`config.mk`:
```
export PLATFORM = sky130hd
export DESIGN_NAME = unit_normal_largest_axis_pack
export DESIGN_NICKNAME = d
export VERILOG_FILES = /design/src/sv/unlap_pkg.sv /design/src/sv/unit_normal_largest_axis_pack.sv
export SDC_FILE = /design/constraint.sdc
export NUM_CORES = 2
export LEC_CHECK = 0
export ABC_CLOCK_PERIOD_IN_PS = 11930
export BUFFER_PORTS_ARGS = -buffer_cell sky130_fd_sc_hd__buf_2
export CAP_MARGIN = 15
export CORE_MARGIN = 2
export CORE_UTILIZATION = 64
export DETAILED_ROUTE_END_ITERATION = 8
export HOLD_SLACK_MARGIN = 0.05
export PLACE_DENSITY = 0.81
export RECOVER_POWER = 100
export SETUP_SLACK_MARGIN = 0.1
export SYNTH_ARGS = -nofsm -noshare
export SYNTH_HDL_FRONTEND = slang
export SYNTH_SLANG_ARGS = --single-unit
```
`constraint.sdc`:
```
create_clock -name clock -period 11.93 [get_ports clock]
set_clock_uncertainty 0.1 [all_clocks]
set_input_delay 2.386 -clock clock [delete_from_list [all_inputs] [get_ports clock]]
set_output_delay 2.386 -clock clock [all_outputs]
set_load 0.02 [all_outputs]
```
`src/sv/unlap_pkg.sv`:
```
// Shared widths, stage counts and axis codes for the largest-axis normal packer.
package unlap_pkg;

   localparam int COMP_BITS = 16;              // width of one signed input component
   localparam int MAG_W     = COMP_BITS;       // magnitude of a component, unsigned
   localparam int DEN_W     = MAG_W + 1;       // divisor 2*|max|
   localparam int NUM_W     = COMP_BITS + 10;  // dividend 513*|max| + 510*c, never negative
   localparam int QUOT_W    = 9;               // one code
   localparam int NSTG      = QUOT_W + 2;      // select, dividend, one stage per code bit
   localparam int PAD_W     = 10;              // zero bits at the bottom of the word
   localparam int PACK_W    = 2 + 1 + 2 * QUOT_W + PAD_W;

   typedef enum logic [1:0] {
      AXIS_X = 2'd0,
      AXIS_Y = 2'd1,
      AXIS_Z = 2'd2
   } axis_type;

endpackage

```
`src/sv/unit_normal_largest_axis_pack.sv`:
```
// Pipelined largest-axis normal packer: axis select, dividend build, restoring divide.
//
//   channel  direction  handshake            payload
//   req      in         req_valid/req_stall  req_comp_x, req_comp_y, req_comp_z
//   rsp      out        rsp_valid/rsp_stall  rsp_packed_word
//
// One word enters per cycle while req_stall is low, and each word passes through the stages in turn:
// one registered compare-subtract per code bit (nine) in the divider, after a stage that
// picks the axis and a stage that forms the dividends.
// Every stage holds its own valid bit and moves whenever the stage after it is
// free or moving, so bubbles close up and a stalled output still lets words in.
// Reset clears the valid bits only; the pipeline is empty and ready afterwards.
module unit_normal_largest_axis_pack
   import unlap_pkg::*;
(
   input  logic                        clock,
   input  logic                        reset,
   input  logic                        req_valid,
   output logic                        req_stall,
   input  logic signed [COMP_BITS-1:0] req_comp_x,
   input  logic signed [COMP_BITS-1:0] req_comp_y,
   input  logic signed [COMP_BITS-1:0] req_comp_z,
   output logic                        rsp_valid,
   input  logic                        rsp_stall,
   output logic        [PACK_W-1:0]    rsp_packed_word
);

   logic [NSTG-1:0] valid_ff;
   logic [NSTG-1:0] valid_in;
   logic [NSTG-1:0] ready_s;

   axis_type ax_ff [NSTG];
   logic     sg_ff [NSTG];

   // stage 0 registers
   logic signed [COMP_BITS-1:0] ch_ff, cl_ff;
   logic        [MAG_W-1:0]     d_ff;

   // dividend/remainder chain: index 0 is the dividend stage, index j+1 is divide step j
   logic [NUM_W-1:0] rem_hi_ff [QUOT_W+1];
   logic [NUM_W-1:0] rem_lo_ff [QUOT_W+1];
   logic [DEN_W-1:0] den_ff    [QUOT_W+1];
   logic [QUOT_W-1:0] q_hi_ff  [QUOT_W];
   logic [QUOT_W-1:0] q_lo_ff  [QUOT_W];

   // ---------------------------------------------------------------- flow control
   always_comb begin
      ready_s[NSTG-1] = !valid_ff[NSTG-1] || !rsp_stall;
      for (int k = NSTG - 2; k >= 0; k--) begin
         ready_s[k] = !valid_ff[k] || ready_s[k+1];
      end
      valid_in[0] = req_valid;
      for (int k = 1; k < NSTG; k++) begin
         valid_in[k] = valid_ff[k-1];
      end
   end

   assign req_stall = !ready_s[0];

   always_ff @(posedge clock) begin
      if (reset) begin
         valid_ff <= '0;
      end else begin
         for (int k = 0; k < NSTG; k++) begin
            if (ready_s[k]) begin
               valid_ff[k] <= valid_in[k];
            end
         end
      end
   end

   // ---------------------------------------------------------------- stage 0: pick axis
   logic [MAG_W-1:0] ax_mag, ay_mag, az_mag, d_sel;
   logic signed [COMP_BITS-1:0] ch_in, cl_in;
   axis_type ax_in;
   logic     sg_in;
   logic [MAG_W-1:0] d_in;

   always_comb begin
      ax_mag = req_comp_x[COMP_BITS-1] ? MAG_W'(~req_comp_x + 1'b1) : MAG_W'(req_comp_x);
      ay_mag = req_comp_y[COMP_BITS-1] ? MAG_W'(~req_comp_y + 1'b1) : MAG_W'(req_comp_y);
      az_mag = req_comp_z[COMP_BITS-1] ? MAG_W'(~req_comp_z + 1'b1) : MAG_W'(req_comp_z);

      if (ax_mag >= ay_mag && ax_mag >= az_mag) begin
         ax_in = AXIS_X;
      end else if (ay_mag >= az_mag) begin
         ax_in = AXIS_Y;
      end else begin
         ax_in = AXIS_Z;
      end

      case (ax_in)
         AXIS_Y: begin
            ch_in = req_comp_z;
            cl_in = req_comp_x;
            d_sel = ay_mag;
            sg_in = req_comp_y[COMP_BITS-1];
         end
         AXIS_Z: begin
            ch_in = req_comp_x;
            cl_in = req_comp_y;
            d_sel = az_mag;
            sg_in = req_comp_z[COMP_BITS-1];
         end
         default: begin
            ch_in = req_comp_y;
            cl_in = req_comp_z;
            d_sel = ax_mag;
            sg_in = req_comp_x[COMP_BITS-1];
         end
      endcase

      // all-zero vector: divide 513 by 2 so both codes come out as the midpoint
      d_in = (d_sel == '0) ? MAG_W'(1) : d_sel;
   end

   always_ff @(posedge clock) begin
      if (ready_s[0]) begin
         ch_ff    <= ch_in;
         cl_ff    <= cl_in;
         d_ff     <= d_in;
         ax_ff[0] <= ax_in;
         sg_ff[0] <= sg_in;
      end
   end

   // ---------------------------------------------------------------- stage 1: dividends
   // code = floor((513*d + 510*c) / (2*d)); with |c| <= d the dividend stays positive
   logic signed [NUM_W:0] d_s, ch_s, cl_s, num_hi, num_lo;

   always_comb begin
      d_s    = signed'((NUM_W + 1)'(d_ff));
      ch_s   = (NUM_W + 1)'(ch_ff);
      cl_s   = (NUM_W + 1)'(cl_ff);
      num_hi = (d_s <<< 9) + d_s + (ch_s <<< 9) - (ch_s <<< 1);
      num_lo = (d_s <<< 9) + d_s + (cl_s <<< 9) - (cl_s <<< 1);
   end

   always_ff @(posedge clock) begin
      if (ready_s[1]) begin
         rem_hi_ff[0] <= num_hi[NUM_W-1:0];
         rem_lo_ff[0] <= num_lo[NUM_W-1:0];
         den_ff[0]    <= {d_ff, 1'b0};
         ax_ff[1]     <= ax_ff[0];
         sg_ff[1]     <= sg_ff[0];
      end
   end

   // ---------------------------------------------------------------- stages 2..: divide
   for (genvar j = 0; j < QUOT_W; j++) begin : g_div
      localparam int SH = QUOT_W - 1 - j;

      logic [NUM_W-1:0]  trial;
      logic              ge_hi, ge_lo;
      logic [NUM_W-1:0]  rem_hi_in, rem_lo_in;
      logic [QUOT_W-1:0] q_hi_prev, q_lo_prev, q_hi_in, q_lo_in;

      if (j == 0) begin : g_first
         assign q_hi_prev = '0;
         assign q_lo_prev = '0;
      end else begin : g_next
         assign q_hi_prev = q_hi_ff[j-1];
         assign q_lo_prev = q_lo_ff[j-1];
      end

      always_comb begin
         trial     = NUM_W'(den_ff[j]) << SH;
         ge_hi     = rem_hi_ff[j] >= trial;
         ge_lo     = rem_lo_ff[j] >= trial;
         rem_hi_in = ge_hi ? rem_hi_ff[j] - trial : rem_hi_ff[j];
         rem_lo_in = ge_lo ? rem_lo_ff[j] - trial : rem_lo_ff[j];
         q_hi_in     = q_hi_prev;
         q_lo_in     = q_lo_prev;
         q_hi_in[SH] = ge_hi;
         q_lo_in[SH] = ge_lo;
      end

      always_ff @(posedge clock) begin
         if (ready_s[j+2]) begin
            rem_hi_ff[j+1] <= rem_hi_in;
            rem_lo_ff[j+1] <= rem_lo_in;
            den_ff[j+1]    <= den_ff[j];
            q_hi_ff[j]     <= q_hi_in;
            q_lo_ff[j]     <= q_lo_in;
            ax_ff[j+2]     <= ax_ff[j+1];
            sg_ff[j+2]     <= sg_ff[j+1];
         end
      end
   end

   // ---------------------------------------------------------------- output word
   assign rsp_valid       = valid_ff[NSTG-1];
   assign rsp_packed_word = {ax_ff[NSTG-1], sg_ff[NSTG-1],
                             q_hi_ff[QUOT_W-1], q_lo_ff[QUOT_W-1], PAD_W'(0)};

`ifndef SYNTHESIS
   // the divisor stage never sees a zero magnitude
   a_den_nonzero: assert property (@(posedge clock) disable iff (reset)
      valid_ff[0] |-> d_ff != '0)
      else $error("zero divisor entered the divider");

   // first quotient bit step leaves a remainder below 2*d*256, so the code fits 9 bits
   a_quot_fits: assert property (@(posedge clock) disable iff (reset)
      valid_ff[2] |-> rem_hi_ff[1] < (NUM_W'(den_ff[1]) << (QUOT_W - 1))
                   && rem_lo_ff[1] < (NUM_W'(den_ff[1]) << (QUOT_W - 1)))
      else $error("quotient overflows code width");

   // after the last step the remainder is below the divisor
   a_rem_final: assert property (@(posedge clock) disable iff (reset)
      rsp_valid |-> rem_hi_ff[QUOT_W] < NUM_W'(den_ff[QUOT_W])
                 && rem_lo_ff[QUOT_W] < NUM_W'(den_ff[QUOT_W]))
      else $error("divider remainder not reduced");

   // codes lie in 1..511
   a_code_range: assert property (@(posedge clock) disable iff (reset)
      rsp_valid |-> q_hi_ff[QUOT_W-1] != '0 && q_lo_ff[QUOT_W-1] != '0)
      else $error("code out of range");

   // a stalled output stage keeps the stage behind it frozen when that stage is full
   a_back_hold: assert property (@(posedge clock) disable iff (reset)
      valid_ff[NSTG-1] && rsp_stall && valid_ff[NSTG-2] |=> valid_ff[NSTG-2]
         && $stable(q_hi_ff[QUOT_W-2]))
      else $error("word lost behind stalled output");
`endif

endmodule

```
# Word level (Yosys, flattened, before mapping)
# Memories as Yosys holds them, arrays and structs flattened.
# Cells that the tools add are included.
[totals]
reg_bits = 59
ramBits = 885
in_bits = 52
out_inout_bits = 33
wordCells = 148
memories = 7
[memory_table]
columns = ["memory", "depth", "word_bits", "read_ports", "rd_clocked_by_memory_dff", "write_ports", "line_no", "text"]
rows = [
  ["rem_hi_ff", 10, 26, 9, 0, 10, "unit_normal_largest_axis_pack.sv:40", "logic [NUM_W-1:0] rem_hi_ff [QUOT_W+1];"],
  ["rem_lo_ff", 10, 26, 9, 0, 10, "unit_normal_largest_axis_pack.sv:41", "logic [NUM_W-1:0] rem_lo_ff [QUOT_W+1];"],
  ["den_ff", 10, 17, 9, 0, 10, "unit_normal_largest_axis_pack.sv:42", "logic [DEN_W-1:0] den_ff [QUOT_W+1];"],
  ["q_hi_ff", 9, 9, 9, 0, 9, "unit_normal_largest_axis_pack.sv:43", "logic [QUOT_W-1:0] q_hi_ff [QUOT_W];"],
  ["q_lo_ff", 9, 9, 9, 0, 9, "unit_normal_largest_axis_pack.sv:44", "logic [QUOT_W-1:0] q_lo_ff [QUOT_W];"],
  ["ax_ff", 11, 2, 11, 0, 11, "unit_normal_largest_axis_pack.sv:32", "axis_type ax_ff [NSTG];"],
  ["1 more memories", "-", "-", "-", "-", "-", "-", ""],
]
[op_classes]
n_addsub = 26
n_lt_le_gt_ge = 21
eq_ne = 2
muxes = 49
bitwise_logic = 3
reduce_logical = 26
[op_table]
columns = ["operator", "n"]
rows = [
  ["2-to-1 mux 26 bit", 18],
  ["subtractor 26 x 17 -> 26 bit", 4],
  ["one-hot mux 16 bit (2 select lines)", 3],
  ["adder 26 x 25 -> 26 bit", 2],
  ["greater-or-equal comparator 26 x 17 -> 1 bit", 2],
  ["greater-or-equal comparator 26 x 18 -> 1 bit", 2],
  ["greater-or-equal comparator 26 x 19 -> 1 bit", 2],
  ["greater-or-equal comparator 26 x 20 -> 1 bit", 2],
  ["greater-or-equal comparator 26 x 21 -> 1 bit", 2],
  ["greater-or-equal comparator 26 x 22 -> 1 bit", 2],
  ["greater-or-equal comparator 26 x 23 -> 1 bit", 2],
  ["greater-or-equal comparator 26 x 24 -> 1 bit", 2],
  ["greater-or-equal comparator 26 x 25 -> 1 bit", 2],
  ["subtractor 26 x 18 -> 26 bit", 2],
  ["subtractor 26 x 19 -> 26 bit", 2],
  ["subtractor 26 x 20 -> 26 bit", 2],
  ["subtractor 26 x 21 -> 26 bit", 2],
  ["subtractor 26 x 22 -> 26 bit", 2],
  ["subtractor 26 x 23 -> 26 bit", 2],
  ["subtractor 26 x 24 -> 26 bit", 2],
  ["subtractor 26 x 25 -> 26 bit", 2],
  ["adder 16 x 1 -> 16 bit (second input constant)", 3],
  ["greater-or-equal comparator 16 bit", 3],
  ["2-to-1 mux 16 bit", 3],
  ["other kinds (11)", 57],
]

# Depth between registers and ports, before layout
[depth]
word_depth = 14
mapped_depth = 22
ltp_nobuf = 22

# Worst setup path before layout
# OpenSTA, ideal clock, no wires.
[synth_path]
path_kind = "in2out"
from = "input port rsp_stall"
to = "output port req_stall"
arrival_time_ps = 9136
required_ps = 9444
slack_ps = 308
stages = 7
n_path_buf = 0
path_cell_list = "and3_1 inv_1 nor2_1 nand3_1 nor2_1 nand4_1 inv_1"
[synth_between]
elab_chain_len = 13
[synth_rtl]
columns = ["element", "line_no", "text"]
rows = [
  ["start: declaration", "unit_normal_largest_axis_pack.sv:24", "input logic rsp_stall,"],
  ["zero test 1 bit", "unit_normal_largest_axis_pack.sv:48", "ready_s[NSTG-1] = !valid_ff[NSTG-1] || !rsp_stall;"],
  ["logical OR 1 bit", "unit_normal_largest_axis_pack.sv:48", ""],
  ["logical OR 1 bit", "unit_normal_largest_axis_pack.sv:50", "ready_s[k] = !valid_ff[k] || ready_s[k+1];"],
  ["net ready_s[9]", "unit_normal_largest_axis_pack.sv:30", "logic [NSTG-1:0] ready_s;"],
  ["logical OR 1 bit (5 in a row)", "unit_normal_largest_axis_pack.sv:50", ""],
  ["net ready_s[4]", "unit_normal_largest_axis_pack.sv:30", ""],
  ["logical OR 1 bit (4 in a row)", "unit_normal_largest_axis_pack.sv:50", ""],
  ["zero test 1 bit", "unit_normal_largest_axis_pack.sv:58", "assign req_stall = !ready_s[0];"],
  ["end: declaration", "unit_normal_largest_axis_pack.sv:19", "output logic req_stall,"],
]
# The timed path passes the listed nets, and every way through them passes these cells.

# Worst setup path in the final report
[layout_path]
from = "input port req_comp_z[0]"
to = "register d_ff[6], data pin"
[layout_between]
elab_chain_len = 9
[layout_rtl]
columns = ["element", "line_no", "text"]
rows = [
  ["start: declaration", "unit_normal_largest_axis_pack.sv:22", "input logic signed [COMP_BITS-1:0] req_comp_z,"],
  ["inverter 16 bit", "unit_normal_largest_axis_pack.sv:82", "az_mag = req_comp_z[COMP_BITS-1] ? MAG_W'(~req_comp_z + 1'b1) : MAG_W'(req_comp_z);"],
  ["adder 16 x 1 -> 16 bit", "unit_normal_largest_axis_pack.sv:82", ""],
  ["2-to-1 mux 16 bit (*)", "unit_normal_largest_axis_pack.sv:82", ""],
  ["greater-or-equal comparator 16 bit (on tied branches)", "unit_normal_largest_axis_pack.sv:86, unit_normal_largest_axis_pack.sv:84", ""],
  ["2-to-1 mux 2 bit / logical AND 1 bit (equally long branches)", "unit_normal_largest_axis_pack.sv:86, unit_normal_largest_axis_pack.sv:84", ""],
  ["2-to-1 mux 2 bit", "unit_normal_largest_axis_pack.sv:84", "if (ax_mag >= ay_mag && ax_mag >= az_mag) begin"],
  ["== test 2 bit / == test 2 x 1 -> 1 bit (equally long branches)", "unit_normal_largest_axis_pack.sv:92", "case (ax_in)"],
  ["one-hot mux 16 bit (2 select lines) (*)", "unit_normal_largest_axis_pack.sv:92", ""],
  ["zero test 16 bit", "unit_normal_largest_axis_pack.sv:114", "d_in = (d_sel == '0) ? MAG_W'(1) : d_sel;"],
  ["end signal: assignment", "unit_normal_largest_axis_pack.sv:121", "d_ff <= d_in;"],
  ["end: declaration", "unit_normal_largest_axis_pack.sv:37", "logic [MAG_W-1:0] d_ff;"],
]
# Every way passes the cells marked *; elsewhere a longest branch is shown, timed or not.
# A chain may end at the register's enable or synchronous reset.

==> out/results.ini <==
[run_status]
status = finished with violations
violations = capacitance limit, slew limit

[cts]
cts_tree = built
cts_htree_levels = 3
ctsResizeCount = 0
cts_sinks = 776
clk_latency_ns = 0.65
hold_buffers = 0
cts-root-buf = clkbuf_16
cts_setup_buffers = 0
cts_made_buffers = 84
clk_pin_slew_ns = 0.06
clock_path_buffers = 3

[floorplanning]
ios = 85
dieHeight_um = 276
start_util = 0.647
fp.coreArea_sq_um = 73000
dieArea_sq_um = 75900
rows = 99
die_w_um = 276

[global_route]
grt_pass1_wl_um = 175000
grt_max_degree = 95
grt_pass1_vias = 32400
grt.total_usage = 0.304
antenna_found_initial = 0
grt_overflow = 0

[finish]
fin_nets = 4933
register_area_sq_um = 23200
utilization = 0.703
fillers = 5335
n_antenna_cell = 0
final_cells = 5456
multiInputGateArea_sq_um = 22300
drive_gt1_frac = 0.0578
syn2layout_area_growth_pct = 8.73

[flow_run]
cap_viol_max_count = 12

[worst_setup_path]
cp_slowest_cell = clkbuf_1
worstSetupEndpointType = flop
max_stage_delay_ns = 2.53
crit_required_ns = 12.03
arrival_ns = 9.22
crit_path_cell_trace = clkbuf_1 -> inv_1 -> ha_1 -> or4b_1 -> o21ai_0 -> xor2_1 -> ha_1 -> o21ai_0 -> nor2_1 -> nor2_1 -> o31ai_1 -> a2111oi_0 -> o21ai_0 -> nand2_2 -> clkbuf_1 -> o21ai_0
cp_common_cell = o21ai_0
path_class = in2reg
start_kind = input pin
critPathMaxFanout = 94

[synthesis]
synth_area_sq_um = 47200
synth_warnings = 0
synth.top_cell.area_share = 0.487
synth_seq_cells = 776
synth.distinct_cells = 85
synthFlopType = edfxtp_1
async_reset_ff_frac = 0
yosysTopAreaCell = edfxtp_1
synth.area.top_cells = edfxtp_1 (49%), ha_1 (11%), xnor2_1 (3.5%)
synth-edff-count = 765
synth_seq_area_share = 0.492
synthTopCellsByCount = edfxtp_1 (765), ha_1 (404), inv_1 (355)
synth_area_per_cell_sq_um = 10.9
syn_inst = 4326
synth.most_common_cell = edfxtp_1

[placed_design]
hpwlAfterDp_um = 88100
port_buffers = 74
routabilityCongestion = 1.02
dp.cells = 5301

[drt]
drt_iter0_markers = 2225
wire_per_inst_um = 20.9
route.vias.total = 33000
ant_nets = 0
drt-vias-per-instance = 6.05
firstDrtPassIters = 9
routed_wirelength_um = 114000
drc = 0

[timing]
tns_ns = 0
rsz0062_at_grt = no
setup_viol = 0
min_period_over_period = 0.764
worst_pin_slew_ns = 4.04
whs_ns = 0.309
min_period_ns = 9.12
finalHoldViolCount = 0
drv_slew = 781
relSlewSlack = -1.70
clock.fmax_mhz = 110

[worst_hold_path]
hp-class = reg2reg

placed cells by master, fill, tap and decap left out, types with 45 or more instances in the layout:
cell	synthesis	routed
nand2b_1	48	48
nor3_1	87	87
fa_1	49	49
buf_2	12	48
a21oi_1	322	322
mux2i_1	51	51
nor2b_1	46	45
xnor2_1	186	186
clkbuf_16	0	84
o21ai_0	259	269
xor2_1	154	154
edfxtp_1	765	765
a21o_1	107	107
clkbuf_1	56	59
nand3_1	75	74
inv_1	355	353
o31ai_1	53	52
ha_1	404	404
nand4_1	47	47
or3_1	54	54
nand2_1	315	313
nor2_1	336	336
worst max-delay path, delay by kind of cell:
kind                       cells  cell delay (ns)
adders and majority gates      2             0.55
and+or+nand+nor                4             0.89
AOI/OAI and AO/OA              6             2.07
xor gates and xnor gates       1             0.48
buffers and inverters          3             2.82
per-layer routing:
layer,part of all wire,track usage
met1,0.36,0.331
met2,0.50,0.535
met3,0.046,0.0342
met4,0.094,0.249
met5,0,0
sequential cells by signal, summed over array words and instances, names as in the netlist:
register,flops
q_lo_ff,45
d_ff,16
rem_lo_ff,231
rem_hi_ff,228
ch_ff,16
den_ff,135
valid_ff,11
cl_ff,16
sg_ff,11
q_hi_ff,45
ax_ff,22
final timing paths:
| kind | from | to | slack [ns] | cells after the start |
|---|---|---|---|---|
| worst max-delay path | req_comp_z[0] | d_ff[6]$_SDFFCE_PN0N_ | 2.81 | 16 |
| worst min-delay path | q_lo_ff[0][35]$_DFFE_PP_ | q_lo_ff[0][44]$_DFFE_PP_ | 0.31 | 0 |
| worst max register to register | valid_ff[10]$_SDFFE_PP0P_ | rem_lo_ff[0][15]$_DFFE_PP_ | 5.20 | 7 |
| worst min register to register | q_lo_ff[0][35]$_DFFE_PP_ | q_lo_ff[0][44]$_DFFE_PP_ | 0.31 | 0 |
area by class of cell:
| cell class | instances | area share |
|---|---|---|
| Sequential cell | 776 | 0.452 |
| Timing Repair Buffer | 99 | 0.00856 |
| Tap cell | 959 | 0.0234 |
| Clock inverter | 59 | 0.0135 |
| Clock buffer | 96 | 0.0422 |
| Multi-Input combinational cell | 3111 | 0.434 |
| Inverter | 356 | 0.0261 |
logic make-up after synthesis:
family | share of synthesized area
AND/OR/NAND/NOR | 0.121
AO/OA/AOI/OAI | 0.136
flip-flops | 0.492
adder cells (fa/ha/maj) | 0.128
buffers and inverters | 0.0374
XOR/XNOR | 0.0631
multiplexers | 0.0223
other | 0.0000795
metrics by stage:
| stage | area, sq um | setup slack [ns] |
|---|---|---|
| finish | 51300 | 2.81 |
| global route | 51300 | 2.16 |
| detailed placement | 48700 | 3.70 |
| floorplan | 47200 | 0.308 |
| CTS | 51500 | 3.67 |
| global placement | 48700 | 3.79 |
Power is not shown: default switching activity piles up to over one toggle a cycle in this logic, so the estimate is an artifact.
